--- src/hw/rtl/dedd_pkg.sv ---
// Shared types, widths and constants for the dual moving-average drift detector.
// No dependencies; every other file of the block imports this package.
package dedd_pkg;

  // Sample format and Q16.16 average format
  localparam int SAMPLE_WIDTH = 16;
  localparam int FRAC_BITS    = 16;
  localparam int AVG_W        = 32;

  // Smoothing factors are Q0.16 with one extra bit so that 1.0 fits
  localparam int ALPHA_FRAC = 16;
  localparam int ALPHA_W    = ALPHA_FRAC + 1;
  localparam logic [ALPHA_W-1:0] ALPHA_ONE = {1'b1, {ALPHA_FRAC{1'b0}}};

  // Configuration port
  localparam int CFG_IDX_W  = 2;
  localparam int CFG_DATA_W = 32;

  localparam logic [ALPHA_W-1:0] ALPHA_A_RST = ALPHA_W'(6554);
  localparam logic [ALPHA_W-1:0] ALPHA_B_RST = ALPHA_W'(655);
  localparam logic [AVG_W-1:0]   GAP_THR_RST = AVG_W'(65536);

  // Saturation bounds of a signed average
  localparam logic signed [AVG_W-1:0] AVG_MAX = {1'b0, {(AVG_W-1){1'b1}}};
  localparam logic signed [AVG_W-1:0] AVG_MIN = {1'b1, {(AVG_W-1){1'b0}}};

  // Depth of the queue between front and back
  localparam int QUEUE_DEPTH = 2;

  typedef enum logic [CFG_IDX_W-1:0] {
    CFG_ALPHA_A = 2'd0,
    CFG_ALPHA_B = 2'd1,
    CFG_GAP_THR = 2'd2
  } cfg_idx_e;

  // What the back end does with an item
  typedef enum logic [1:0] {
    OP_RESTART = 2'd0,
    OP_SEED    = 2'd1,
    OP_UPDATE  = 2'd2
  } op_e;

  typedef struct packed {
    op_e                      op;
    logic signed [AVG_W-1:0]  x;
  } item_t;

  typedef struct packed {
    logic [ALPHA_W-1:0] alpha_a;
    logic [ALPHA_W-1:0] alpha_b;
    logic [AVG_W-1:0]   gap_thr;
  } cfg_t;

endpackage

--- src/hw/rtl/dedd_queue.sv ---
// Short FIFO of classified items between front and back end.
// Depends on dedd_pkg for the item type and the depth.
module dedd_queue import dedd_pkg::*; (
  input  logic  clk_i,
  input  logic  rst_ni,
  input  item_t push_item_i,
  input  logic  push_i,
  output logic  not_full_o,
  output item_t pop_item_o,
  output logic  not_empty_o,
  input  logic  pop_i
);

  localparam int PTR_W = (QUEUE_DEPTH > 1) ? $clog2(QUEUE_DEPTH) : 1;
  localparam int CNT_W = $clog2(QUEUE_DEPTH + 1);
  localparam logic [PTR_W-1:0] PTR_LAST = PTR_W'(QUEUE_DEPTH - 1);
  localparam logic [CNT_W-1:0] CNT_FULL = CNT_W'(QUEUE_DEPTH);

  item_t            mem_q [QUEUE_DEPTH];
  logic [PTR_W-1:0] wr_ptr_q, wr_ptr_d;
  logic [PTR_W-1:0] rd_ptr_q, rd_ptr_d;
  logic [CNT_W-1:0] cnt_q, cnt_d;
  logic             do_push, do_pop;

  assign not_full_o  = (cnt_q != CNT_FULL);
  assign not_empty_o = (cnt_q != '0);
  assign do_push     = push_i && not_full_o;
  assign do_pop      = pop_i && not_empty_o;
  assign pop_item_o  = mem_q[rd_ptr_q];

  // Pointer and fill count update
  always_comb begin
    wr_ptr_d = wr_ptr_q;
    rd_ptr_d = rd_ptr_q;
    cnt_d    = cnt_q;
    if (do_push) begin
      wr_ptr_d = (wr_ptr_q == PTR_LAST) ? '0 : wr_ptr_q + PTR_W'(1);
    end
    if (do_pop) begin
      rd_ptr_d = (rd_ptr_q == PTR_LAST) ? '0 : rd_ptr_q + PTR_W'(1);
    end
    if (do_push && !do_pop) begin
      cnt_d = cnt_q + CNT_W'(1);
    end else if (do_pop && !do_push) begin
      cnt_d = cnt_q - CNT_W'(1);
    end
  end

  always_ff @(posedge clk_i or negedge rst_ni) begin
    if (!rst_ni) begin
      wr_ptr_q <= '0;
      rd_ptr_q <= '0;
      cnt_q    <= '0;
    end else begin
      wr_ptr_q <= wr_ptr_d;
      rd_ptr_q <= rd_ptr_d;
      cnt_q    <= cnt_d;
    end
  end

  always_ff @(posedge clk_i) begin
    if (do_push) begin
      mem_q[wr_ptr_q] <= push_item_i;
    end
  end

endmodule

--- config.mk ---
export PLATFORM = sky130hd
export DESIGN_NAME = dedd_queue
export DESIGN_NICKNAME = d
export VERILOG_FILES = /design/src/hw/rtl/dedd_pkg.sv /design/src/hw/rtl/dedd_queue.sv
export SDC_FILE = /design/constraint.sdc
export NUM_CORES = 1
export LEC_CHECK = 0
export BUFFER_PORTS_ARGS = -buffer_cell sky130_fd_sc_hd__buf_2
export CAP_MARGIN = 20
export CELL_PAD_IN_SITES_DETAIL_PLACEMENT = 0
export CELL_PAD_IN_SITES_GLOBAL_PLACEMENT = 1
export CORE_MARGIN = 5
export CORE_UTILIZATION = 47
export CTS_CLUSTER_SIZE = 24
export DETAILED_ROUTE_END_ITERATION = 10
export PLACE_DENSITY = 0.94
export SLEW_MARGIN = 20
export SYNTH_ARGS = -nofsm -noshare
export SYNTH_HDL_FRONTEND = slang
export SYNTH_SLANG_ARGS = --single-unit
--- constraint.sdc ---
create_clock -name clk_i -period 5.25 [get_ports clk_i]
set_input_delay 1.05 -clock clk_i [delete_from_list [all_inputs] [get_ports clk_i]]
set_output_delay 1.05 -clock clk_i [all_outputs]
set_load 0.01 [all_outputs]
### Word-level counts from Yosys, hierarchy flattened

Memory sizes are Yosys's and may differ from the RTL's.
Cells that the tools add are included.

* add/subtract/negate cells: 4
* equal/unequal tests: 1
* mux-type cells: 6
* reduce and logical (&&, ||, !) cells: 8

Operators by type and width (number)
* logical AND 1 bit: 4
* two-way mux 1 bit: 4
* two-way mux 2 bit: 2
* nonzero test 2 bit: 2
* adder 1 bit, second input constant: 2
* adder 2 x 1 -> 2 bit, second input constant: 1
* zero test 1 bit: 2
* != test 2 bit, second input constant: 1
* subtractor 2 x 1 -> 2 bit, second input constant: 1

* flip-flop bits (word level): 4
* memory bits (writable): 68
* input bits: 38
* output and inout bits: 36
* word-level logic and storage cells: 23
* memories: 1

Memory list
* mem_q: words 2, bits a word 34, rd ports 1, clocked after Yosys merged registers in 0, write ports 1, line dedd_queue.sv:19 `item_t mem_q [QUEUE_DEPTH];`

### Depth between registers and ports, before layout

Gate-level depths: netlist of the first run.

* depth in word-level cells: 6
* mapped depth: 7
* gate-level depth less buffers: 7

### Worst setup path before layout of the first run

Ideal clock, no wire load.

* path kind: in2reg
* start point: input push_i
* end point: memory mem_q[0][0] (netlist bit) (enable)
* setup time: 0.425 ns
* arrival: 2.579 ns
* required time: 4.825 ns
* setup slack: 2.246 ns
* cell stages on the path: 2
* buffers on the path: 0
* path through: nand2_1 nor2_1

* word-level cells in the longest chain between the ends: 3

RTL lines
* from (decl): line dedd_queue.sv:7 `input logic push_i,`
* logical AND 1 bit: line dedd_queue.sv:27 `assign do_push = push_i && not_full_o;`
* two-way mux 1 bit: line dedd_queue.sv:62 `if (do_push) begin`
* two-way mux 1 bit (implied by the code): line dedd_queue.sv:63 `mem_q[wr_ptr_q] <= push_item_i;`
* to (decl): line dedd_queue.sv:19

Every way passes these cells.

==> out/results.ini, run 1 <==
[outcome]
outcome=complete, no violations

[routing]
post_drt_wl_per_cell_um=15.26
drt_first_pass_iters=4
drt_first_iter_violations=56
number_of_routed_nets_with_antenna_violations=0
post-route-drc-count=0
routed_wirelength_um=4333
route.detailed.vias_per_inst=4.715
vias=1339

[power]
power_frac_comb_pct=28.2
fin_total_pwr_mw=1.942
fraction_of_power_consumed_by_sequential_logic_pct=46.3
clock_power_share_pct=25.6
sw_frac_of_total_pct=27.14
vdd_ir_drop_max_uv=358.2
leakage_nw=1.385
reported_net_switching_power_mw=0.5269
power_density_nw_per_um2=566.0
internal_power_mw=1.415

[cells_and_area]
regArea_sq_um=2143
fillCellCount=432
areaGrowthSynthToFinish_pct=22.57
layout_cell_share_with_drive_strength_beyond_1_pct=59.33
antenna_cells_inserted=0
fin_nets=243
layout_common_cells=sky130_fd_sc_hd__buf_2 (73), sky130_fd_sc_hd__edfxtp_1 (68), sky130_fd_sc_hd__mux2_4 (29)
multiInputGateArea_sq_um=590.6
layout_commonest_cell=sky130_fd_sc_hd__buf_2

[cts]
clkSinkCount=72
cts_tree=built
cts_root_buf=sky130_fd_sc_hd__clkbuf_8
cts.repair_timing.setup_buffer_count=0
cts_buffer_depth=2
cts.reportedPaths.clkPinSlew_ns=0.07
tritoncts.num_buffers=9
cts.repair.resized=0
clock_latency_ns=0.33
post_cts_hold_buffer_count=0
cts.htree.levels=3

[synth]
netlist_area_sq_um=2799
synth-seq-area-share_pct=76.53
synthesis.area_per_instance_sq_um=22.57
synth.ff_latch_count=72
yosys_warnings=0
synth_nets=163
synth_cell_types=15
post_synthesis_instance_total=124

[place]
dpl_worst_slack_ns=2.571
io_buffer_count=73
place_hpwl_um=2988
place.gp.congestion=0.7622

[global_route]
gr_usage_total_pct=12.31
grt_first_pass_wirelength_um=6755
vias_in_the_first_global_route=1390
maximum_number_of_pins_on_one_net_before_global_route_repair=36
grt_antenna_before_repair=0
grt_total_ovfl=0

[floorplan]
std_cell_core_area_sq_um=5851
die_area_sq_um=7599
num_rows=28
floorplan.die.width_um=87.17
ios=74
die_y_um=87.17
initial_utilization_pct=47.84

[sta]
timing.final.hold_violations=0
finalClockSkew_ns=0.003532
worst_hold_slack_ns=0.4981
setup_tns_ns=0
fin_crit_share_pct=57.06
final-setup-viol-count=0
max_slew.worst_pin.slew_ns=1.027
worst_slack_setup_final_ns=2.254
fmax_mhz=333.8
timing.final.crit_period_ns=2.996
relSlewSlack_pct=31.56
drv_slew=0
grt_setup_unrepaired=false

[worst_setup_path]
cp.required_ns=4.20
critical_path.endpoint_type=primary output
worst_setup_path_start_kind=flop
worstSetupPathType=reg2out
cp_data_arrival_time_ns=1.95
top_fanout_value_on_the_critical_path=35
sequence_of_cells_on_the_critical_path=mux2_2 > buf_2
reg2reg_setup_slack_ns=3.42
max_stage_delay_ns=1.03
crit_path_top_delay_cell=sky130_fd_sc_hd__dfrtp_2

[job]
cap_viol_max_count=0

[hold_path]
holdCritPathClass=reg2reg

-- final cells by class --
cell class,instances,share of cell area (%)
clock buffers,9,3.611
clock inverters,7,3.209
inverters,1,0.1094
multi-input cells,47,17.21
flip-flops and latches,72,62.47
well taps,75,2.735
repair buffers,73,10.65
-- path summary, 6_finish.rpt --
path / cells after the start / endpoint / startpoint
hold / removal: 1 / cnt_q[1]$_DFFE_PN0P_ / cnt_q[1]$_DFFE_PN0P_
max in group asynchronous: 1 / rd_ptr_q$_DFFE_PN0P_ / rst_ni
setup reg to reg: 3 / mem_q[0][28]$_DFFE_PP_ / cnt_q[0]$_DFFE_PN0P_
setup / recovery: 2 / pop_item_o[20] / rd_ptr_q$_DFFE_PN0P_
hold reg to reg: 1 / cnt_q[1]$_DFFE_PN0P_ / cnt_q[1]$_DFFE_PN0P_
min in group asynchronous: 1 / cnt_q[0]$_DFFE_PN0P_ / rst_ni
-- synth_stat cells --
library cell                n  area [sq um]
sky130_fd_sc_hd__edfxtp_1  68          2042
sky130_fd_sc_hd__buf_12     3         60.06
sky130_fd_sc_hd__xor2_1     2         17.52
sky130_fd_sc_hd__or2_1      1         6.260
sky130_fd_sc_hd__nor2_1     2         7.510
sky130_fd_sc_hd__nand2b_1   1         6.260
sky130_fd_sc_hd__dfrtp_1    4         100.1
sky130_fd_sc_hd__ha_1       1         12.51
sky130_fd_sc_hd__and3_1     1         6.260
sky130_fd_sc_hd__mux2_2     5         56.30
sky130_fd_sc_hd__xnor2_1    3         26.28
sky130_fd_sc_hd__inv_1      1         3.750
sky130_fd_sc_hd__mux2_4    29         435.4
sky130_fd_sc_hd__buf_6      1         11.26
sky130_fd_sc_hd__nand2_1    2         7.510
-- stage by stage --
| step | instance area [sq um] | utilization [%] | instances |
|---|---|---|---|
| final | 3431 | 58.64 | 284 |
| after floorplan | 2799 | - | 124 |
| after detailed placement | 3197 | 54.64 | 268 |
| after global routing | 3431 | 58.64 | 284 |
| after CTS | 3431 | 58.64 | 284 |
| after global placement | 3197 | 54.64 | 268 |
-- routing by layer --
metal	vias up	wire (um)	global-route usage, %
li1	640	-	-
met1	639	1719	14.16
met2	54	2249	20.57
met3	6	292	3.217
met4	0	71	7.392
met5	-	0	0
-- power groups by stage --
stage,clock network [mW],logic (mW),registers [mW]
5_1_grt,0.540,0.590,0.920
4_1_cts,0.510,0.561,0.902
3_5_place_dp,0,0.559,0.916
2_1_floorplan,0,0.491,0.833
3_3_place_gp,0,0.552,0.905
6_report,0.496,0.547,0.898
-- state kept, by name (all words and copies together), names as in the netlist --
name      cells
mem_q        68
wr_ptr_q      1
cnt_q         2
rd_ptr_q      1
-- cell families after synthesis --
group / after synthesis / share of synthesized area [%]
xor gates and xnor gates: 5 / 1.565
muxes: 34 / 17.57
DFF: 72 / 76.53
and+or+nand+nor: 7 / 1.208
buffers and inverters: 5 / 2.682
adders and majority gates: 1 / 0.4470
-- critical path, delay by kind of cell (launching register included) --
family	cells	cell delay, ns
mux	1	0.41
buf+inv	1	0.14
flops	1	1.03
No activity file was read; power rests on OpenSTA's default activity.
==> inputs of run 2 (changes only) <==
--- a/config.mk
+++ b/config.mk
@@ -10,10 +10,10 @@
 export CELL_PAD_IN_SITES_DETAIL_PLACEMENT = 0
 export CELL_PAD_IN_SITES_GLOBAL_PLACEMENT = 1
 export CORE_MARGIN = 5
-export CORE_UTILIZATION = 47
+export CORE_UTILIZATION = 44
 export CTS_CLUSTER_SIZE = 24
 export DETAILED_ROUTE_END_ITERATION = 10
-export PLACE_DENSITY = 0.94
+export PLACE_DENSITY = 0.9
 export SLEW_MARGIN = 20
 export SYNTH_ARGS = -nofsm -noshare
 export SYNTH_HDL_FRONTEND = slang
==> constraint.sdc (replaced) <==
create_clock -name clk_i -period 2.8 [get_ports clk_i]
set_input_delay 0.56 -clock clk_i [delete_from_list [all_inputs] [get_ports clk_i]]
set_output_delay 0.56 -clock clk_i [all_outputs]
set_load 0.01 [all_outputs]
==> out/results.ini, run 2 (same netlist as run 1, synthesis figures left out) <==
[cts]
cts_root_buf=sky130_fd_sc_hd__clkbuf_8
cts_tree=built
cts.repair_timing.setup_buffer_count=0
tritoncts.num_buffers=9
clock_latency_ns=0.33
cts.htree.levels=3
cts.reportedPaths.clkPinSlew_ns=0.07
clkSinkCount=72
cts_buffer_depth=2

[routing]
drt_first_pass_iters=4
post-route-drc-count=0
route.detailed.vias_per_inst=4.754
routed_wirelength_um=4465
post_drt_wl_per_cell_um=15.45
number_of_routed_nets_with_antenna_violations=0
vias=1374
drt_first_iter_violations=47

[worst_setup_path]
top_fanout_value_on_the_critical_path=29
worst_setup_path_start_kind=flop
worst_setup_path_startpoint=rd_ptr_q$_DFFE_PN0P_
worstSetupPathType=reg2out
critical_path.endpoint_type=primary output
timing.reg2reg.worst_path_depth=4
reg2reg_setup_slack_ns=1.04
cp.required_ns=2.24
r2r-end=mem_q[0][32]$_DFFE_PP_
cp_data_arrival_time_ns=1.65
destination_of_the_critical_timing_path=pop_item_o[13]
reg2reg_from=cnt_q[0]$_DFFE_PN0P_

[cells_and_area]
fin_nets=246
largest_reg_by_ff_count=mem_q
layout_cell_share_with_drive_strength_beyond_1_pct=59.43
largest_registers=mem_q x68, cnt_q x2
layout_commonest_cell=sky130_fd_sc_hd__buf_2
areaGrowthSynthToFinish_pct=21.90
layout_common_cells=sky130_fd_sc_hd__buf_2 (73), sky130_fd_sc_hd__edfxtp_1 (68), sky130_fd_sc_hd__mux2_4 (29)
fillCellCount=505
largest_reg_flops=68
final_area_sq_um=3412
final-instance-count-excl-fill=289
antenna_cells_inserted=0

[sta]
worst_slack_setup_final_ns=0.5945
relSlewSlack_pct=46.67
finalClockSkew_ns=0.004839
final-setup-viol-count=0
setup_tns_ns=0
timing.final.crit_period_ns=2.205
max_slew.worst_pin.slew_ns=0.7999
timing.final.hold_violations=0
fmax_mhz=453.4
grt_setup_unrepaired=false
worst_hold_slack_ns=0.4073
fin_crit_share_pct=78.77
drv_slew=0

[global_route]
grt_use_met1_pct=13.74
grt-busiest-layer=met2
grt_use_met2_pct=18.23
grt_total_ovfl=0
grt_first_pass_wirelength_um=7341
maximum_number_of_pins_on_one_net_before_global_route_repair=35
met3_usage_pct=5.426
grt_antenna_before_repair=0
vias_in_the_first_global_route=1576
gr_usage_total_pct=11.64

[floorplan]
std_cell_core_area_sq_um=6277
die_y_um=89.76
floorplan.die.width_um=89.76
die_area_sq_um=8056
initial_utilization_pct=44.59
num_rows=29
ios=74

[place]
place.gp.congestion=0.7021
place_hpwl_um=2996
numPlacedInstances=272
dpl_worst_slack_ns=0.9464
place_area_sq_um=3239
io_buffer_count=73

[job]
cap_viol_max_count=0

[power]
leakage_nw=1.377
vdd_ir_drop_max_uv=599.5
fraction_of_power_consumed_by_sequential_logic_pct=46.1
internal_power_mw=2.411
reported_net_switching_power_mw=1.025
sw_frac_of_total_pct=29.82
power_density_nw_per_um2=1007
power_frac_comb_pct=34.5
clock_power_share_pct=19.4

[hold_path]
holdCritPathClass=in2reg

[outcome]
outcome=complete, no violations

==> run 2: cell count changes in the layout (fill, tap and decap cells not counted), sizes merged <==
cell	delta
dlygate4sd3	+1
bufinv	-3
clkinv	+3
buf	+2
==> run 2: final cells by class <==
| type | count | area, sq um | share of cell area, % |
|---|---|---|---|
| inverters | 1 | 3.754 | 0.1100 |
| multi-input cells | 47 | 590.6 | 17.31 |
| repair buffers | 76 | 415.4 | 12.17 |
| clock buffers | 9 | 123.9 | 3.630 |
| flip-flops and latches | 72 | 2143 | 62.82 |
| clock inverters | 7 | 38.79 | 1.137 |
| well taps | 77 | 96.34 | 2.824 |
==> run 2: stage by stage <==
step	util, %	total power [mW]
CTS	54.36	3.492
global route	54.36	3.635
finish	54.36	3.436
detailed placement	51.60	2.816
global placement	51.60	2.796
floorplan	-	2.482
==> run 2: power by group through the flow <==
stage               Clock [mW]  Combinational (mW)  Sequential (mW)
floorplan                    0               0.920             1.56
global placement             0                1.20             1.60
detailed placement           0                1.21             1.61
CTS                      0.692                1.21             1.59
global route             0.749                1.27             1.61
finish                   0.666                1.19             1.58
==> run 2: how the worst min path moves through the flow <==
| stage | depth (start not counted) | startpoint | to | slack (ns) |
|---|---|---|---|---|
| after floorplan | 0 | rst_ni | cnt_q[0]$_DFFE_PN0P_ | 0.26 |
| after global placement | 1 | rst_ni | wr_ptr_q$_DFFE_PN0P_ | 0.38 |
| after detailed placement | 1 | rst_ni | wr_ptr_q$_DFFE_PN0P_ | 0.37 |
| after CTS | 1 | push_item_i[4] | mem_q[1][4]$_DFFE_PP_ | 0.39 |
| after global routing | 1 | push_item_i[2] | mem_q[0][2]$_DFFE_PP_ | 0.39 |
| final | 1 | push_item_i[4] | mem_q[1][4]$_DFFE_PP_ | 0.41 |
==> run 2: layer usage <==
metal	wire length, um	vias up
met5	0	-
met3	391	7
met1	1892	669
li1	-	643
met2	2134	55
met4	46	0
==> run 2: repair_timing <==
action	4_1_cts	5_1_grt
setup endpoints to repair	0	0
hold endpoints to repair	1	0
hold buffers	1	0
gates resized for setup	0	0
==> run 2: worst max-delay path: stages, from the launching register on <==
cell and delay (ns):
sky130_fd_sc_hd__dfrtp_2 0.51, sky130_fd_sc_hd__buf_12 0.26, sky130_fd_sc_hd__mux2_2 0.37, sky130_fd_sc_hd__buf_2 0.14
