--- src/hw/rtl/dedd_pkg.sv ---
// Shared types, widths and constants for the dual moving-average drift detector.
// No dependencies; every other file of the block imports this package.
package dedd_pkg;

  // Sample format and Q16.16 average format
  localparam int SAMPLE_WIDTH = 16;
  localparam int FRAC_BITS    = 16;
  localparam int AVG_W        = 32;

  // Smoothing factors are Q0.16 with one extra bit so that 1.0 fits
  localparam int ALPHA_FRAC = 16;
  localparam int ALPHA_W    = ALPHA_FRAC + 1;
  localparam logic [ALPHA_W-1:0] ALPHA_ONE = {1'b1, {ALPHA_FRAC{1'b0}}};

  // Configuration port
  localparam int CFG_IDX_W  = 2;
  localparam int CFG_DATA_W = 32;

  localparam logic [ALPHA_W-1:0] ALPHA_A_RST = ALPHA_W'(6554);
  localparam logic [ALPHA_W-1:0] ALPHA_B_RST = ALPHA_W'(655);
  localparam logic [AVG_W-1:0]   GAP_THR_RST = AVG_W'(65536);

  // Saturation bounds of a signed average
  localparam logic signed [AVG_W-1:0] AVG_MAX = {1'b0, {(AVG_W-1){1'b1}}};
  localparam logic signed [AVG_W-1:0] AVG_MIN = {1'b1, {(AVG_W-1){1'b0}}};

  // Depth of the queue between front and back
  localparam int QUEUE_DEPTH = 2;

  typedef enum logic [CFG_IDX_W-1:0] {
    CFG_ALPHA_A = 2'd0,
    CFG_ALPHA_B = 2'd1,
    CFG_GAP_THR = 2'd2
  } cfg_idx_e;

  // What the back end does with an item
  typedef enum logic [1:0] {
    OP_RESTART = 2'd0,
    OP_SEED    = 2'd1,
    OP_UPDATE  = 2'd2
  } op_e;

  typedef struct packed {
    op_e                      op;
    logic signed [AVG_W-1:0]  x;
  } item_t;

  typedef struct packed {
    logic [ALPHA_W-1:0] alpha_a;
    logic [ALPHA_W-1:0] alpha_b;
    logic [AVG_W-1:0]   gap_thr;
  } cfg_t;

endpackage

--- src/hw/rtl/dedd_in_if.sv ---
// Input channel: valid/ready handshake carrying a command and one sample.
// Depends on dedd_pkg for the sample width.
interface dedd_in_if import dedd_pkg::*; ();
  logic                           valid;
  logic                           ready;
  logic                           cmd;
  logic signed [SAMPLE_WIDTH-1:0] sample_value;

  modport source (output valid, cmd, sample_value, input ready);
  modport sink   (input valid, cmd, sample_value, output ready);
endinterface

--- src/hw/rtl/dedd_front.sv ---
// Front end: accepts items, tracks the seeded flag, classifies each item and
// scales the sample to Q16.16. Depends on dedd_pkg and dedd_in_if.
module dedd_front import dedd_pkg::*; (
  input  logic       clk_i,
  input  logic       rst_ni,
  dedd_in_if.sink    in_ch,
  output item_t      item_o,
  output logic       item_vld_o,
  input  logic       item_rdy_i
);

  // Wide enough for the scaled sample and at least one bit over the average
  localparam int XW = SAMPLE_WIDTH + FRAC_BITS;
  localparam int EW = (XW > AVG_W) ? XW : AVG_W + 1;

  logic  vld_q, vld_d;
  logic  seeded_q, seeded_d;
  item_t item_q, item_d;
  logic  accept;

  logic signed [EW-1:0]    wide;
  logic signed [AVG_W-1:0] x_fix;

  assign in_ch.ready = !vld_q || item_rdy_i;
  assign accept      = in_ch.valid && in_ch.ready;

  // Sample to Q16.16 with saturation
  always_comb begin
    wide = EW'(in_ch.sample_value) <<< FRAC_BITS;
    if (wide > EW'(AVG_MAX)) begin
      x_fix = AVG_MAX;
    end else if (wide < EW'(AVG_MIN)) begin
      x_fix = AVG_MIN;
    end else begin
      x_fix = wide[AVG_W-1:0];
    end
  end

  // Classify: restart, first sample after restart, or regular update
  always_comb begin
    item_d   = item_q;
    seeded_d = seeded_q;
    vld_d    = vld_q && !item_rdy_i;
    if (accept) begin
      vld_d    = 1'b1;
      item_d.x = x_fix;
      if (in_ch.cmd) begin
        item_d.op = OP_RESTART;
        seeded_d  = 1'b0;
      end else begin
        item_d.op = seeded_q ? OP_UPDATE : OP_SEED;
        seeded_d  = 1'b1;
      end
    end
  end

  always_ff @(posedge clk_i or negedge rst_ni) begin
    if (!rst_ni) begin
      vld_q    <= 1'b0;
      seeded_q <= 1'b0;
    end else begin
      vld_q    <= vld_d;
      seeded_q <= seeded_d;
    end
  end

  always_ff @(posedge clk_i) begin
    item_q <= item_d;
  end

  assign item_o     = item_q;
  assign item_vld_o = vld_q;

endmodule

--- src/flat_wrapper.sv ---
// flat-port wrapper written by rule: the top's interface ports become plain ports
module dedd_front_flat import dedd_pkg::*;
  (clk_i, rst_ni, item_o, item_vld_o, item_rdy_i, in_ch_valid, in_ch_cmd, in_ch_sample_value, in_ch_ready);
  dedd_in_if in_ch_i ();
  input  logic clk_i;
  input  logic rst_ni;
  output item_t item_o;
  output logic item_vld_o;
  input  logic item_rdy_i;
  input wire logic [$bits(in_ch_i.valid)-1:0] in_ch_valid;
  input wire logic [$bits(in_ch_i.cmd)-1:0] in_ch_cmd;
  input wire logic [$bits(in_ch_i.sample_value)-1:0] in_ch_sample_value;
  output wire logic [$bits(in_ch_i.ready)-1:0] in_ch_ready;
  assign in_ch_i.valid = in_ch_valid;
  assign in_ch_i.cmd = in_ch_cmd;
  assign in_ch_i.sample_value = in_ch_sample_value;
  assign in_ch_ready = in_ch_i.ready;
  dedd_front u_core (.clk_i(clk_i), .rst_ni(rst_ni), .in_ch(in_ch_i), .item_o(item_o), .item_vld_o(item_vld_o), .item_rdy_i(item_rdy_i));
endmodule
--- config.mk ---
export PLATFORM = sky130hd
export DESIGN_NAME = dedd_front_flat
export DESIGN_NICKNAME = d
export VERILOG_FILES = /design/src/hw/rtl/dedd_pkg.sv /design/src/hw/rtl/dedd_in_if.sv /design/src/hw/rtl/dedd_front.sv /design/src/flat_wrapper.sv
export SDC_FILE = /design/constraint.sdc
export NUM_CORES = 1
export LEC_CHECK = 0
export BUFFER_PORTS_ARGS = -buffer_cell sky130_fd_sc_hd__buf_2
export CORE_UTILIZATION = 34
export DETAILED_ROUTE_END_ITERATION = 10
export PLACE_DENSITY = 0.72
export SYNTH_ARGS = -nofsm -noshare
export SYNTH_HDL_FRONTEND = slang
export SYNTH_SLANG_ARGS = --single-unit
export TNS_END_PERCENT = 20
--- constraint.sdc ---
create_clock -name clk_i -period 1.1 [get_ports clk_i]
set_input_delay 0.11 -clock clk_i [delete_from_list [all_inputs] [get_ports clk_i]]
set_output_delay 0.11 -clock clk_i [all_outputs]
set_load 0.1 [all_outputs]
Word-level counts from Yosys, hierarchy flattened
Index checks and enable logic that the tools add are counted.

Register bits: 36. Bits of input ports: 21. Output and inout port bits: 36. Word-level logic and storage cells: 15.

$lt $le $gt $ge: 2. Multiplexer cells: 4. Reductions and logical operators: 5.

Operator list (count): 32-bit greater-than comparator (second input constant) (1); 32-bit < comparator (second input constant) (1); 32-bit two-way mux (1); 1-bit logical AND (2); 1-bit logical NOT (2); 1-bit two-way mux (2); 2-bit two-way mux (1); 1-bit logical OR (1).

Depth between registers and ports, before layout
Gate-level depths: netlist of run 1.

Word-level depth: 4. Depth in mapped cells: 3.

Worst setup path before layout of run 1
Ideal clock, no wire load.

Kind: reg-to-reg. Start: register u_core.vld_q (netlist: u_core.item_vld_o). End: register u_core.item_q (netlist bit u_core.item_o[16]) (enable). Library setup time: 264 ps. Arrival time: 1655 ps. Required time: 836 ps. Setup slack: -819 ps. Stages on the path, launching flop included: 3. Cell sequence: dfrtp_1 > nand2b_4 > and2_4.

Word-level cells in the longest chain between the ends: 3.

RTL lines: start: declaration (RTL line dedd_front.sv:16) `logic vld_q, vld_d;`; start signal: assignment (RTL line dedd_front.sv:62) `vld_q <= vld_d;`; 1-bit logical NOT (RTL line dedd_front.sv:24) `assign in_ch.ready = !vld_q || item_rdy_i;`; 1-bit logical OR (RTL line dedd_front.sv:24); net in_ch_ready (RTL line flat_wrapper.sv:13) `output wire logic [$bits(in_ch_i.ready)-1:0] in_ch_ready;`; 1-bit logical AND (RTL line dedd_front.sv:25) `assign accept = in_ch.valid && in_ch.ready;`; net u_core.accept (RTL line dedd_front.sv:19) `logic accept;`; end signal: assignment (RTL line dedd_front.sv:68) `item_q <= item_d;`; end: declaration (RTL line dedd_front.sv:18) `item_t item_q, item_d;`.

The timed path passes the listed nets, and every way through them passes these cells. A chain may end at the register's enable or synchronous reset.

Worst setup path after layout of run 1
Start: register u_core.vld_q (netlist: u_core.item_vld_o). End: output in_ch_ready.

Word-level cells in the longest chain between the ends: 2.

RTL lines (RTL line): 1-bit logical NOT (dedd_front.sv:24); 1-bit logical OR (dedd_front.sv:24); end: declaration (flat_wrapper.sv:13).

No other way between the ends.

==> results of run 1 <==
-- cells in the final DEF, fill, tap and decap left out --
cell,instances
mux2i_1,1
and2_4,1
inv_1,1
or2b_1,1
dlygate4sd3_1,15
buf_12,20
dfrtp_4,1
buf_6,1
nor2_1,2
buf_2,20
clkbuf_4,3
edfxtp_1,18
buf_4,1
clkbuf_1,1
conb_1,16
dfrtp_1,1
nand2b_4,1
-- where the power goes --
group / switching (mW) / internal, mW
Sequential: 0.0341 / 0.888
Combinational: 0.606 / 0.234
Clock: 0.187 / 0.140
Total: 0.827 / 1.26
-- worst reg2reg max path, delay by kind of cell (launching register included) --
kind	cells	cell delay [ns]
DFF	1	0.50
and+or+nand+nor	2	0.37
-- path summary, 6_finish.rpt --
check                           cells past startpoint                  start  slack, ns           endpoint
worst min-delay path                                1  in_ch_sample_value[0]       0.02  u_core.item_o[16]
worst max-delay path                                3      u_core.item_vld_o      -0.12        in_ch_ready
max in group asynchronous                           2                 rst_ni       0.85  u_core.item_vld_o
worst max register to register                      2      u_core.item_vld_o      -0.08  u_core.item_o[27]
worst min register to register                      1        u_core.seeded_q       0.56  u_core.item_o[32]
min in group asynchronous                           2                 rst_ni       0.14  u_core.item_vld_o
-- kinds of logic (layout without fill, tap and decap cells) --
family	count (synthesis)	after routing	synth area share (%)
buffers and inverters	17	62	16.2
AND/OR/NAND/NOR	5	5	4.90
other	1	16	0.490
flip-flops	20	20	77.1
multiplexers	1	1	1.31
-- cell type report --
| class | instances | area share [%] |
|---|---|---|
| inverter | 1 | 0.262 |
| multi-input combinational | 22 | 7.50 |
| tap | 27 | 2.35 |
| sequential | 20 | 41.4 |
| timing repair buffer | 57 | 46.6 |
| clock buffer | 4 | 1.83 |
-- per-layer routing --
metal | global-route usage, % | part of all wire, % | up-vias
li1 | - | - | 237
met1 | 13.9 | 41 | 213
met2 | 17.8 | 46 | 40
met3 | 5.56 | 12 | 2
met4 | 4.29 | 1.6 | 0
met5 | 0 | 0 | -
-- state kept, by name (all words and copies together), names as in the netlist --
name               flops
u_core.seeded_q        1
u_core.item_vld_o      1
u_core.item_o         18
-- metrics by stage --
step | area [µm²] | setup TNS [ns]
2_1_floorplan | 826 | -9.13
3_3_place_gp | 1250 | -0.873
3_5_place_dp | 1250 | -1.34
4_1_cts | 1360 | -1.74
5_1_grt | 1440 | -2.34
6_report | 1440 | -1.65
-- repair_timing --
item                       4_1_cts  5_1_grt
hold buffers                     7        8
pin swaps                        1        0
hold endpoints to repair         8        8
setup endpoints to repair       21       21
resized for setup                1        0
cloned                           0        0
setup buffers                    0        0
==> reports/qor.yml, run 1 <==
run_status:
  status: "finished, violations left"
  violations: "negative setup slack"
routing:
  dr.pass1.iters: 3
  drc_errors: 0
  drt-initial-drc-count: 7
  wl_per_cell_um: 10.4
  viasPerCell: 3.76
  postRouteAntennaNets: 0
  vias: 492
  routed_wl_um: 1370
layout:
  fin_nets: 126
  antenna_cells: 0
  final_cells: 131
  multi_input_area_um2: 108
  area_growth_pct: 87.4
  drive_gt1_share_pct: 46.2
  register_area_um2: 594
  fill_cells: 132
  utilization_pct: 70.3
yosys:
  synth_cell_types: 10
  synth_edf_count: 18
  synth_seq_cells: 20
  async_flop_share_pct: 10.0
  synth.most_common_cell: "edfxtp_1"
  yosysTopAreaCellShare_pct: 70.6
  netlist_top_cells_area: "edfxtp_1, buf_4, dfrtp_1"
  synth_cells: 44
  ys_warn_count: 0
  ys_seq_area_share_pct: 77.1
  synth_top_area_cell: "edfxtp_1"
  yosys-top-cells-count: "edfxtp_1, buf_4, dfrtp_1, nor2_1"
  ys.flop_type: "edfxtp_1"
  syn_area_per_cell_um2: 17.4
  syn_area_um2: 766
pwr:
  cellPowerDensity_nw_per_um2: 1460
  ir_worst_vdd_uv: 1280
  leakage_nw: 0.633
  power_mw: 2.09
global_route:
  grt_pass1_wl_um: 1990
  grt-ovfl-total: 0
  grt_pass1_vias: 400
  grt_max_degree: 20
  antenna_found_initial: 0
  groute.usage.overall_pct: 11.5
critical_path:
  path_cells: "nand2b_4 > buf_6 > buf_12"
  critPathRequiredTime_ns: 0.99
  critical-path-top-delay-family: "flip-flops"
  slowest_delay_ns: 0.50
  crit_fanout: 2
  worstSetupStartpointType: "flip-flop"
  crit_slowest_cell: "dfrtp_4"
  end_kind: "output port"
  path_class: "flip-flop to output port"
  arrival_ns: 1.11
  path_buf_inv: 2
clock_tree:
  clkSinkCount: 20
  cts_buffer_depth: 2
  ctsHtreeMaxLevel: 1
  clkSlewWorstSetupHoldPaths_ns: 0.10
  cts_tree: "done"
  numCtsBuffers: 3
  clock-root-buffer: "clkbuf_4"
  clk_latency_ns: 0.28
die:
  coreArea_um2: 2040
  die_h_um: 49.5
  start_util_pct: 37.5
  num_rows: 16
  fp.dieW_um: 49.5
  pin_count: 57
  die_area_um2: 2450
place:
  place.gp.congestion: 0.610
  port_buffers: 40
  dp.cells: 112
  place_ws_ns: -0.0729
sta:
  max_freq_mhz: 816
  setup_viol: 21
  min_period_over_period_pct: 111
  rsz0062_at_grt: "true"
  holdWs_ns: 0.0163
  drv_slew: 0
  finalWorstSetupSlack_ns: -0.125
  post-route-min-period_ns: 1.22
  finClkSkew_ns: 0.000964
  final_hold_viol_count: 0
flow_run:
  drv_cap: 0
min_path:
  hold_class: "primary input to flip-flop"
(Power assumes the default switching activity.)
==> run 2: changes to the inputs <==
--- a/config.mk
+++ b/config.mk
@@ -7,6 +7,7 @@
 export LEC_CHECK = 0
 export BUFFER_PORTS_ARGS = -buffer_cell sky130_fd_sc_hd__buf_2
 export CORE_UTILIZATION = 34
+export CTS_BUF_LIST = sky130_fd_sc_hd__clkbuf_16
 export DETAILED_ROUTE_END_ITERATION = 10
 export PLACE_DENSITY = 0.72
 export SYNTH_ARGS = -nofsm -noshare
==> reports/qor.yml, run 2 (synthesis results as in run 1) <==
critical_path:
  path_class: "flip-flop to output port"  # unchanged
  reg2reg_from: "u_core.item_vld_o"  # unchanged
  worstSetupStartpointType: "flip-flop"  # unchanged
  reg2regPathDepth: 2  # unchanged
  r2r_setup_slack_ns: -0.07  # was -0.08 ns
  arrival_ns: 1.07  # was 1.11 ns
  crit_fanout: 2  # unchanged
  r2r-end: "u_core.item_o[27]"  # unchanged
  end_kind: "output port"  # unchanged
  critPathRequiredTime_ns: 0.99  # about the same
clock_tree:
  clkSlewWorstSetupHoldPaths_ns: 0.05  # was 0.10 ns
  ctsHtreeMaxLevel: 1  # unchanged
  clock-root-buffer: "clkbuf_16"  # was clkbuf_4
  numCtsBuffers: 3  # unchanged
  cts_tree: "done"  # unchanged
  clk_latency_ns: 0.24  # was 0.28 ns
  cts_buffer_depth: 2  # unchanged
  clkSinkCount: 20  # unchanged
routing:
  routed_wl_um: 1260  # was 1370 µm
  dr.pass1.iters: 3  # unchanged
  postRouteAntennaNets: 0  # unchanged
  vias: 445  # was 492
  drc_errors: 0  # unchanged
  drt-initial-drc-count: 3  # was 7
  viasPerCell: 3.80  # was 3.76
  wl_per_cell_um: 10.8  # was 10.4 µm
pwr:
  cellPowerDensity_nw_per_um2: 1810  # was 1460 nW/µm²
  ir_worst_vdd_uv: 1170  # was 1280 µV
  power_mw: 2.45  # was 2.09 mW
  leakage_nw: 0.601  # was 0.633 nW
global_route:
  antenna_found_initial: 0  # unchanged
  grt-ovfl-total: 0  # unchanged
  grt_pass1_vias: 425  # was 400
  grt_max_degree: 20  # unchanged
  groute.usage.overall_pct: 11.9  # was 11.5%
  grt_pass1_wl_um: 2040  # was 1990 µm
die:
  fp.dieW_um: 49.5  # unchanged
  die_h_um: 49.5  # unchanged
  coreArea_um2: 2040  # unchanged
  pin_count: 57  # unchanged
  num_rows: 16  # unchanged
  start_util_pct: 37.5  # unchanged
  die_area_um2: 2450  # unchanged
sta:
  min_period_over_period_pct: 107  # was 111%
  final_hold_viol_count: 0  # unchanged
  max_freq_mhz: 850  # was 816 MHz
  finalWorstSetupSlack_ns: -0.0759  # was -0.125 ns
  rsz0062_at_grt: "true"  # unchanged
  setup_viol: 21  # unchanged
  holdWs_ns: 0.0380  # was 0.0163 ns
  drv_slew: 0  # unchanged
  post-route-min-period_ns: 1.18  # was 1.22 ns
  finClkSkew_ns: 0.00169  # was 0.000964 ns
layout:
  drive_gt1_share_pct: 53.3  # was 46.2%
  largest_reg_flops: 18  # unchanged
  antenna_cells: 0  # unchanged
  final_cell_mix: "buf_2, buf_12, edfxtp_1, conb_1, clkbuf_16"  # was buf_2, buf_12, edfxtp_1, conb_1, dlygate4sd3_1
  fin_nets: 112  # was 126
  post-route-cell-area_um2: 1350  # was 1440 µm²
  fill_cells: 145  # was 132
  utilization_pct: 66.0  # was 70.3%
  area_growth_pct: 76.0  # was 87.4%
place:
  port_buffers: 40  # unchanged
  place.gp.congestion: 0.610  # unchanged
  dpl-instance-area_um2: 1250  # unchanged
run_status:
  violations: "negative setup slack"  # unchanged
  status: "finished, violations left"  # unchanged
min_path:
  hold_path_end: "u_core.item_o[20]"  # was u_core.item_o[16]
  hold_class: "primary input to flip-flop"  # unchanged
  hp-start: "in_ch_sample_value[4]"  # was in_ch_sample_value[0]
  timing.hold.worst_path_depth: 1  # unchanged
flow_run:
  drv_cap: 0  # unchanged
## run 2: per-stage QoR
step | setup slack [ns] | setup TNS, ns | std cells
after global routing | -0.110 | -2.22 | 117
after global placement | -0.0488 | -0.873 | 112
after detailed placement | -0.0729 | -1.34 | 112
final | -0.0759 | -1.41 | 117
after CTS | -0.0809 | -1.62 | 117
after floorplan | -0.472 | -9.13 | 59
## run 2: cell type report
type / count / area, µm² / share of cell area, %
multi-input cells: 22 / 108 / 7.99
clock buffers: 3 / 75.1 / 5.57
repair buffers: 43 / 529 / 39.3
flip-flops and latches: 20 / 594 / 44.1
well taps: 27 / 33.8 / 2.51
inverters: 1 / 3.75 / 0.279
clock inverters: 1 / 3.75 / 0.279
## run 2: what timing repair did
item	CTS	global route
setup buffers	0	0
pin swaps	1	0
hold endpoints to repair	2	0
gates resized for setup	1	0
cloned	0	0
hold buffers	1	0
setup endpoints to repair	21	21
## run 2: critical path, cell delays in order (launching register included)
cell and delay [ns]:
dfrtp_4 0.49, nand2b_4 0.08, buf_6 0.10, buf_12 0.16
## run 2: worst max-delay path by stage
stage	startpoint	endpoint	cells after the start
2_1_floorplan	u_core.item_vld_o	u_core.item_o[16]	2
3_3_place_gp	u_core.item_vld_o	u_core.item_o[25]	2
3_5_place_dp	u_core.item_vld_o	u_core.item_o[23]	2
4_1_cts	u_core.item_vld_o	u_core.item_o[27]	2
5_1_grt	u_core.item_vld_o	u_core.item_o[28]	2
6_report	u_core.item_vld_o	in_ch_ready	3
## run 2: per-layer routing
layer	share of wire, %	GRT usage [%]	up-vias
met4	0.32	5.71	0
li1	-	-	209
met5	0	0	-
met2	46	17.6	40
met1	40	14.2	194
met3	13	6.17	2
## run 2: power by group
part / switching (mW) / internal [mW] / leakage [nW]
registers: 0.0340 / 0.890 / 0.194
clock network: 0.239 / 0.482 / 0.0423
logic: 0.598 / 0.202 / 0.365
total: 0.871 / 1.57 / 0.601
==> run 3: changes to the inputs <==
--- a/config.mk
+++ b/config.mk
@@ -6,10 +6,11 @@
 export NUM_CORES = 1
 export LEC_CHECK = 0
 export BUFFER_PORTS_ARGS = -buffer_cell sky130_fd_sc_hd__buf_2
-export CORE_UTILIZATION = 34
+export CORE_UTILIZATION = 38
 export CTS_BUF_LIST = sky130_fd_sc_hd__clkbuf_16
 export DETAILED_ROUTE_END_ITERATION = 10
-export PLACE_DENSITY = 0.72
+export GPL_ROUTABILITY_DRIVEN = 0
+export PLACE_DENSITY_LB_ADDON = 0.15
 export SYNTH_ARGS = -nofsm -noshare
 export SYNTH_HDL_FRONTEND = slang
 export SYNTH_SLANG_ARGS = --single-unit
==> constraint.sdc (replaced) <==
create_clock -name clk_i -period 1.14 [get_ports clk_i]
set_input_delay 0.114 -clock clk_i [delete_from_list [all_inputs] [get_ports clk_i]]
set_output_delay 0.114 -clock clk_i [all_outputs]
set_load 0.1 [all_outputs]
==> reports/qor.yml, run 3 (synthesis results as in run 1) <==
run_status:
  violations: "negative setup slack"  # unchanged
  status: "finished, violations left"  # unchanged
die:
  num_rows: 15  # was 16
  coreArea_um2: 1800  # was 2040 µm²
  fp.dieW_um: 46.9  # was 49.5 µm
  die_area_um2: 2200  # was 2450 µm²
  die_h_um: 46.9  # was 49.5 µm
  pin_count: 57  # unchanged
  start_util_pct: 42.5  # was 37.5%
critical_path:
  crit_fanout: 2  # unchanged
  path_class: "flip-flop to output port"  # unchanged
  cp.depth: 3  # unchanged
  path_cells: "nand2b_4 > buf_6 > buf_12"  # unchanged
  path_buf_inv: 2  # unchanged
  slowest_delay_ns: 0.48  # was 0.49 ns
  crit_start: "u_core.item_vld_o"  # unchanged
  end_kind: "output port"  # unchanged
  critPathRequiredTime_ns: 1.03  # was 0.99 ns
  reg2regPathDepth: 2  # unchanged
  worstSetupStartpointType: "flip-flop"  # unchanged
  critical-path-top-delay-family: "flip-flops"  # unchanged
  arrival_ns: 1.06  # was 1.07 ns
  crit_slowest_cell: "dfrtp_4"  # unchanged
  reg2reg_from: "u_core.item_vld_o"  # unchanged
clock_tree:
  clkSinkCount: 20  # unchanged
  cts_buffer_depth: 2  # unchanged
  cts_tree: "done"  # unchanged
  clock-root-buffer: "clkbuf_16"  # unchanged
  clkSlewWorstSetupHoldPaths_ns: 0.05  # about the same
  ctsHtreeMaxLevel: 1  # unchanged
  post_cts_buffers: 0  # unchanged
  clk_latency_ns: 0.25  # was 0.24 ns
  numCtsBuffers: 3  # unchanged
sta:
  setup_viol: 20  # was 21
  finClkSkew_ns: 0.00167  # was 0.00169 ns
  finalSetupTns_ns: -0.636  # was -1.41 ns
  holdWs_ns: 0.0395  # was 0.0380 ns
  post-route-min-period_ns: 1.18
  min_period_over_period_pct: 103
  finalWorstSetupSlack_ns: -0.0388  # was -0.0759 ns
  max_freq_mhz: 848
  rsz0062_at_grt: "true"  # unchanged
  drv_slew: 0  # unchanged
  final_hold_viol_count: 0  # unchanged
min_path:
  hp-start: "in_ch_sample_value[12]"  # was in_ch_sample_value[4]
  hold_class: "primary input to flip-flop"  # unchanged
  timing.hold.worst_path_depth: 1  # unchanged
place:
  dp_hpwl_um: 1020
  port_buffers: 40  # unchanged
routing:
  routed_wl_um: 1280  # was 1260 µm
  dr.pass1.iters: 4  # was 3
  vias: 449  # was 445
  drt-initial-drc-count: 7  # was 3
  viasPerCell: 3.90  # was 3.80
  wl_per_cell_um: 11.1  # was 10.8 µm
  postRouteAntennaNets: 0  # unchanged
  drc_errors: 0  # unchanged
layout:
  fill_cells: 124  # was 145
  register_area_um2: 594  # unchanged
  fin_nets: 112  # unchanged
  multi_input_area_um2: 108  # unchanged
  area_growth_pct: 75.7  # was 76.0%
  drive_gt1_share_pct: 53.3  # unchanged
  final_cell_mix: "buf_2, buf_12, edfxtp_1, conb_1, clkbuf_16"  # unchanged
  largest_reg_flops: 18  # unchanged
  antenna_cells: 0  # unchanged
global_route:
  grt_max_degree: 20  # unchanged
  groute.usage.overall_pct: 12.6  # was 11.9%
  grt-ovfl-total: 0  # unchanged
  grt_pass1_wl_um: 1720  # was 2040 µm
  antenna_found_initial: 0  # unchanged
  grt_pass1_vias: 396  # was 425
pwr:
  cellPowerDensity_nw_per_um2: 1760  # was 1810 nW/µm²
  leakage_nw: 0.598  # was 0.601 nW
  ir_worst_vdd_uv: 1390  # was 1170 µV
flow_run:
  drv_cap: 0  # unchanged
## run 3: cell count changes in the layout (fill, tap and decap cells not counted)
cell      previous run  this run
clkinv_1             0         1
inv_1                2         1
## run 3: through the flow
stage,power [mW],area [µm²],instances,setup WS [ns],utilization [%]
final,2.37,1350,115,-0.0388,74.7
after detailed placement,1.68,1250,110,-0.0392,69.5
after floorplan,1.48,826,59,-0.432,-
after CTS,2.39,1350,115,-0.0494,74.7
after global routing,2.44,1350,115,-0.0754,74.7
after global placement,1.67,1250,110,-0.0147,69.5
## run 3: worst reg2reg max path, cell delays in order (launching register included)
cell	delay [ns]
dfrtp_4	0.48
nand2b_4	0.08
and2_4	0.30
## run 3: cell type report
| type | count | share of cell area (%) |
|---|---|---|
| clock buffers | 3 | 5.58 |
| clock inverters | 1 | 0.279 |
| inverters | 1 | 0.279 |
| multi-input cells | 22 | 8.00 |
| flip-flops and latches | 20 | 44.2 |
| well taps | 25 | 2.33 |
| repair buffers | 43 | 39.3 |
## run 3: worst paths after layout
kind,endpoint,slack [ns]
setup reg to reg,u_core.item_o[19],-0.04
hold reg to reg,u_core.item_o[32],0.54
setup / recovery,in_ch_ready,-0.04
hold / removal,u_core.item_o[28],0.04
min in group asynchronous,u_core.seeded_q,0.18
max in group asynchronous,u_core.item_vld_o,0.85
## run 3: where the power goes
part / switching, mW / internal [mW] / leakage (nW)
combinational: 0.577 / 0.195 / 0.365
clock: 0.236 / 0.466 / 0.0385
sequential: 0.0327 / 0.859 / 0.194
## run 3: timing repair
item / in CTS / in global routing
endpoints found under the setup margin: 21 / 21
cloned: 0 / 0
hold buffers: 1 / 0
pin swaps: 1 / 0
resized for setup: 1 / 0
endpoints found under the hold margin: 2 / 0
## run 3: routing by layer
layer	global-route usage, %	share of wire [%]	wire, µm	vias to the layer above
li1	-	-	-	209
met1	12.8	33	419	200
met2	18.6	51	648	36
met3	8.85	14	178	4
met4	8.57	2.3	29	0
met5	0	0	0	-
